$ cat config.mk
export PLATFORM = sky130hd
export DESIGN_NAME = srsm_rem
export DESIGN_NICKNAME = d
export VERILOG_FILES = /design/src/design/srsm_pkg.sv /design/src/design/srsm_rem.sv
export SDC_FILE = /design/constraint.sdc
export NUM_CORES = 1
export LEC_CHECK = 0
export BUFFER_PORTS_ARGS = -buffer_cell sky130_fd_sc_hd__buf_2
export CAP_MARGIN = 20
export CORE_MARGIN = 1.5
export CORE_UTILIZATION = 57
export DETAILED_ROUTE_END_ITERATION = 12
export PLACE_DENSITY = 0.79
export SLEW_MARGIN = 20
export SYNTH_ARGS = -nofsm -noshare
export SYNTH_HDL_FRONTEND = slang
export SYNTH_SLANG_ARGS = --single-unit
export TNS_END_PERCENT = 20
$ cat constraint.sdc
create_clock -name clk -period 3.1 [get_ports clk]
set_input_delay 0.62 -clock clk [delete_from_list [all_inputs] [get_ports clk]]
set_output_delay 0.62 -clock clk [all_outputs]
set_load 0.01 [all_outputs]
$ cat src/design/srsm_pkg.sv
// Shared constants, codes and types of the strided range set membership block.
`default_nettype none
package srsm_pkg;

	localparam int TBL_DEPTH = 64;
	localparam int ADDR_W    = $clog2(TBL_DEPTH);
	localparam int CNT_W     = $clog2(TBL_DEPTH + 1);
	localparam int DATA_W    = 32;
	localparam int STEP_W    = DATA_W - 1;
	localparam int REM_CNT_W = $clog2(DATA_W);
	localparam int APB_AW    = 3;

	// Register index bit within paddr.
	localparam int REG_IDX_BIT = 2;
	localparam logic REG_LOW_LIMIT  = 1'b0;
	localparam logic REG_HIGH_LIMIT = 1'b1;

	localparam logic signed [DATA_W-1:0] LOW_LIMIT_RST  = 32'sh0000_0000;
	localparam logic signed [DATA_W-1:0] HIGH_LIMIT_RST = 32'sh7fff_ffff;

	typedef enum logic [1:0] {
		FUNC_CLEAR  = 2'd0,
		FUNC_APPEND = 2'd1,
		FUNC_QUERY  = 2'd2,
		FUNC_NONE   = 2'd3
	} func_t;

	typedef enum logic [2:0] {
		STAT_OK      = 3'd0,
		STAT_ORDER   = 3'd1,
		STAT_LOW     = 3'd2,
		STAT_HIGH    = 3'd3,
		STAT_OVERLAP = 3'd4,
		STAT_STEP    = 3'd5,
		STAT_FULL    = 3'd6
	} status_t;

	typedef struct packed {
		logic signed [DATA_W-1:0] lower;
		logic signed [DATA_W-1:0] upper;
		logic [STEP_W-1:0]        step;
	} entry_t;

	typedef struct packed {
		logic              start;
		logic [DATA_W-1:0] dividend;
		logic [STEP_W-1:0] divisor;
	} rem_req_t;

	typedef struct packed {
		logic              done;
		logic [STEP_W-1:0] rem;
	} rem_rsp_t;

endpackage
`default_nettype wire

$ cat src/design/srsm_rem.sv
// Bit-serial remainder unit: one restoring step per cycle over a 32-bit dividend.
`default_nettype none
module srsm_rem (
	input  wire logic               clk,
	input  wire logic               arst_n,
	input  wire srsm_pkg::rem_req_t req,
	output srsm_pkg::rem_rsp_t      rsp
);
	import srsm_pkg::*;

	logic                 busy_q;
	logic                 done_q;
	logic [REM_CNT_W-1:0] cnt_q;
	logic [DATA_W-1:0]    dvd_q;
	logic [STEP_W-1:0]    dvs_q;
	logic [STEP_W-1:0]    rem_q;

	logic [DATA_W-1:0] trial;
	logic [DATA_W-1:0] sub;
	logic              fits;

	always_comb begin
		trial = {rem_q, dvd_q[DATA_W-1]};
		sub   = trial - {1'b0, dvs_q};
		fits  = trial >= {1'b0, dvs_q};
	end

	always_ff @(posedge clk or negedge arst_n) begin
		if (!arst_n) begin
			busy_q <= 1'b0;
			done_q <= 1'b0;
			cnt_q  <= '0;
		end else begin
			done_q <= !req.start && busy_q && (cnt_q == REM_CNT_W'(DATA_W - 1));
			if (req.start) begin
				busy_q <= 1'b1;
				cnt_q  <= '0;
			end else if (busy_q) begin
				cnt_q <= cnt_q + REM_CNT_W'(1);
				if (cnt_q == REM_CNT_W'(DATA_W - 1)) begin
					busy_q <= 1'b0;
				end
			end
		end
	end

	always_ff @(posedge clk) begin
		if (req.start) begin
			dvd_q <= req.dividend;
			dvs_q <= req.divisor;
			rem_q <= '0;
		end else if (busy_q) begin
			dvd_q <= {dvd_q[DATA_W-2:0], 1'b0};
			rem_q <= fits ? sub[STEP_W-1:0] : trial[STEP_W-1:0];
		end
	end

	assign rsp.done = done_q;
	assign rsp.rem  = rem_q;

endmodule
`default_nettype wire

==> flow_results.org <==
** Status
- Result of the run :: finished clean

** Synth
- Mapped Avg Cell Area :: 10.5 um^2
- Of all flip-flops after synthesis, the portion carrying an async set or reset was 0.0693.
- Yosys mapped the design onto 58 distinct sky130hd cell types.
- Synth Cell Area :: 5820 um^2
- The synthesized design contains 63 enable-type register cells.
- Synth Net Count :: 653
- Most used flip-flop cell after synthesis :: sky130_fd_sc_hd__edfxtp_1
- Gate count after technology mapping :: 553
- During synthesis, Yosys emitted a total of 0 warnings.
- Post-synthesis sequential area ratio :: 0.462
- Post-synthesis register bit count :: 101

** Worst setup path
- Worst Path Arrival :: 3310 ps
- Counting both buffers and inverters, the worst setup path holds a total of 1.
- Among all stages on the critical path, the largest delay is contributed by sky130_fd_sc_hd__edfxtp_1.
- The critical path is of the reg -> reg type.
- For the worst setup path, the data required time is 3390 ps.
- Launch point of the worst reg-to-reg path :: dvs_q[0]
- Critical path peak fanout :: 7
- Grouping stages by cell kind, the critical path spends the most delay in compound AO/OA/AOI/OAI gates.
- The worst register-to-register path has a depth of 11.
- STA classifies the critical path startpoint as a flop.
- CP cell instances :: ha_4 -> fa_2 -> nor2b_4 -> o31ai_4 -> a2111oi_4 -> a211oi_2 -> o31a_1 -> o21ai_4 -> buf_4 -> mux2i_1 -> a211oi_1
- In this run the critical register-to-register path is captured at rem_q[5].
- In this run the register-to-register setup slack is 80 ps.
- STA classifies the critical path endpoint as a flop.
- Slowest stage delay, CP :: 440 ps

** Cells and area
- Post-layout net count :: 764
- After filler insertion, the fill cell instance count of the layout stands at 764.
- Share of final-layout standard cells stronger than drive strength 1 :: 0.275
- Syn-to-layout area delta :: 17.7%
- Count of inserted antenna diode cells :: 0
- The finished layout holds 802 standard cells, fillers aside.

** Detailed routing
- The first routing iteration left 164 violations.
- Drt first pass iters :: 4
- Detailed routing inserted a total of 4529 vias.
- For this run, design rule violations remaining after detail routing come to 0.
- In the routed layout, each cell is associated on average with a via count of 5.65.
- Number of nets with antenna violations after routing :: 0
- The routed design has 12.2 mm of wire.
- Post-detailed-route wirelength per cell :: 15.3 um

** Timing
- Clock skew on the completed layout was measured at 21.7 ps.
- Setup_tns :: 0 ps
- Counting I/O delays and the setup requirement, the final critical path takes 3020 ps.
- Hold slack :: 46.2 ps
- Endpoints failing hold :: 0
- Unrepaired setup endpoints after global routing :: yes
- Setup violations remaining at the end of the flow were counted as 0.
- Slew of the pin with the lowest slew margin :: 713 ps
- Derived from the worst setup path, the maximum achievable clock frequency is 0.331 GHz.
- The number of max-slew violations in the final report came to 0.
- Max transition margin :: 0.525
- Of the available clock period, the critical path in the final layout requires 0.974.

** GRT
- Number of antenna violations at the first check in global routing :: 0
- GRT Resource Usage Total :: 0.235
- Summed over all layers, the global routing overflow is 0.
- Entering global routing, the biggest net connects 78 pins.
- The first global-routing pass estimated 20.6 mm of wire.
- The number of global-route vias before repair is 4549.

** Power and ir drop
- P per Cell Area :: 810 nW/um^2
- The internal portion of the total power is 3.40 mW.
- Switching power as a share of total power :: 0.387
- Of the total power, the clock network draws 0.152.
- Of the total power, registers draw 0.334.
- Combinational power share :: 0.514
- Pwr Total :: 5.54 mW
- Switching power total :: 2.15 mW
- Static power due to leakage :: 3.06 nW
- Across the VDD grid, the largest voltage drop is 0.476 mV.

** Die
- The initial utilization of the core area, before any placement, comes to 0.592.
- Placement Rows :: 36
- During I/O placement, the number of pins put on the boundary was 98.
- Core Area :: 9820 um^2
- Die span in y :: 104 um
- Die area :: 10800 um^2
- In this run the horizontal extent of the chip is 104 um.

** Placement
- Detailed placement finished with a half-perimeter wire length of 9.10 mm.
- In this run, placement finished with an instance count of 782.
- Routability Congestion :: 0.889
- Count of input and output buffers :: 97

** Clocking
- In this run, CTS created clock tree buffers numbering 9.
- Clock latency at the later pin of the worst-skew pair :: 390 ps
- Clock Sinks :: 101
- Quantity of hold-fixing buffers added after cts :: 0
- The longest clock path from root to sink contains 2 buffers.
- Clock-pin slew was measured on the worst setup and hold paths at 90 ps.
- The H-tree generated during clock tree synthesis spans 3 levels.
- CTS tree :: done
- The root buffer cell chosen for the clock tree is sky130_fd_sc_hd__clkbuf_8.

** Worst hold path
- The tightest min-delay check is of the in -> async type.

** Flow run
- Max-Cap Viols :: 0
## how the worst max path moves through the flow
| stage | slack [ps] | end | start | depth (start not counted) |
|---|---|---|---|---|
| 5_1_grt | -60 | rem_q[27] | dvs_q[0] | 12 |
| 4_1_cts | 40 | rem_q[5] | dvs_q[0] | 11 |
| 3_5_place_dp | -70 | rem_q[23] | dvs_q[0] | 12 |
| 3_3_place_gp | 150 | rem_q[27] | dvd_q[31] | 13 |
| 6_report | 80 | rem_q[5] | dvs_q[0] | 11 |
| 2_1_floorplan | 300 | rem_q[8] | dvd_q[31] | 12 |
## flip-flops by register name, indices dropped and copies added (netlist names)
register and cells:
dvs_q 31, done_q 1, rem_q 31, dvd_q 32
busy_q 1, cnt_q 5
## cell usage in the layout, fill, tap and decap left out, types with 21 or more instances in the layout
cell type                  count
sky130_fd_sc_hd__a211oi_1     29
sky130_fd_sc_hd__edfxtp_1     63
sky130_fd_sc_hd__inv_1        41
sky130_fd_sc_hd__buf_4        29
sky130_fd_sc_hd__dfxtp_1      31
sky130_fd_sc_hd__mux2i_1      26
sky130_fd_sc_hd__ha_1         31
sky130_fd_sc_hd__nor2_1       51
sky130_fd_sc_hd__buf_2        96
sky130_fd_sc_hd__nand2_1      21
sky130_fd_sc_hd__a21oi_1      31
sky130_fd_sc_hd__mux2_2       31
## layer usage
layer,up-vias,routed length (um),global-route usage
met5,-,0,0
met4,0,295,0.0853
met3,27,887,0.0815
met2,144,5920,0.398
met1,2119,5140,0.276
li1,2239,-,-
## layout make-up
cell class,instances,area [um^2],share of cell area
sequential,101,2690,0.393
clock buffer,11,131,0.0192
inverter,41,154,0.0225
multi-input combinational,384,2910,0.425
tap,133,166,0.0243
timing repair buffer,127,733,0.107
clock inverter,5,60.1,0.00878
## cell families after synthesis
kind of cell               Yosys count  share of synthesized area
AOI/OAI and AO/OA                  137                      0.162
muxes                               58                      0.107
DFF                                101                      0.462
buffers and inverters               68                     0.0490
adders and majority gates           34                     0.0744
and+or+nand+nor                    129                      0.106
xor gates and xnor gates            26                     0.0391
## cell usage after synthesis, types with 5 or more instances
cell type	number	share of area
sky130_fd_sc_hd__a211oi_1	30	0.039
sky130_fd_sc_hd__a21o_1	10	0.013
sky130_fd_sc_hd__a21oi_1	31	0.027
sky130_fd_sc_hd__a31oi_1	6	0.0065
sky130_fd_sc_hd__and2_1	5	0.0054
sky130_fd_sc_hd__and3_1	8	0.0086
sky130_fd_sc_hd__clkbuf_1	17	0.011
sky130_fd_sc_hd__dfrtp_1	7	0.030
sky130_fd_sc_hd__dfxtp_1	31	0.11
sky130_fd_sc_hd__edfxtp_1	63	0.33
sky130_fd_sc_hd__ha_1	33	0.071
sky130_fd_sc_hd__inv_1	41	0.026
sky130_fd_sc_hd__mux2_2	31	0.060
sky130_fd_sc_hd__mux2i_1	26	0.045
sky130_fd_sc_hd__nand2_1	21	0.014
sky130_fd_sc_hd__nand3_1	10	0.0086
sky130_fd_sc_hd__nand4_1	5	0.0054
sky130_fd_sc_hd__nor2_1	51	0.033
sky130_fd_sc_hd__nor2b_1	11	0.012
sky130_fd_sc_hd__o211ai_1	5	0.0065
sky130_fd_sc_hd__o21a_1	8	0.010
sky130_fd_sc_hd__o21ai_0	15	0.013
sky130_fd_sc_hd__xnor2_1	13	0.020
sky130_fd_sc_hd__xor2_1	13	0.020
## stage by stage
step	setup WS, ps	utilization	instance area, um^2
floorplan	297	-	5820
global placement	147	0.667	6550
detailed placement	-67.9	0.667	6550
CTS	40.9	0.690	6770
global route	-61.8	0.697	6840
finish	79.5	0.697	6840
## power groups by stage
stage	Sequential, mW	Clock, mW	Combinational [mW]
2_1_floorplan	1.92	0	1.88
3_3_place_gp	1.87	0	2.61
3_5_place_dp	1.88	0	2.66
4_1_cts	1.85	0.867	2.77
5_1_grt	1.89	0.910	3.11
6_report	1.85	0.844	2.85
## timing repair
action                     4_1_cts  5_1_grt
pin swaps                        2        8
setup endpoints to repair        2       26
setup buffers                    3        1
resized for setup                3       11
No activity file was read; power rests on OpenSTA's default activity.
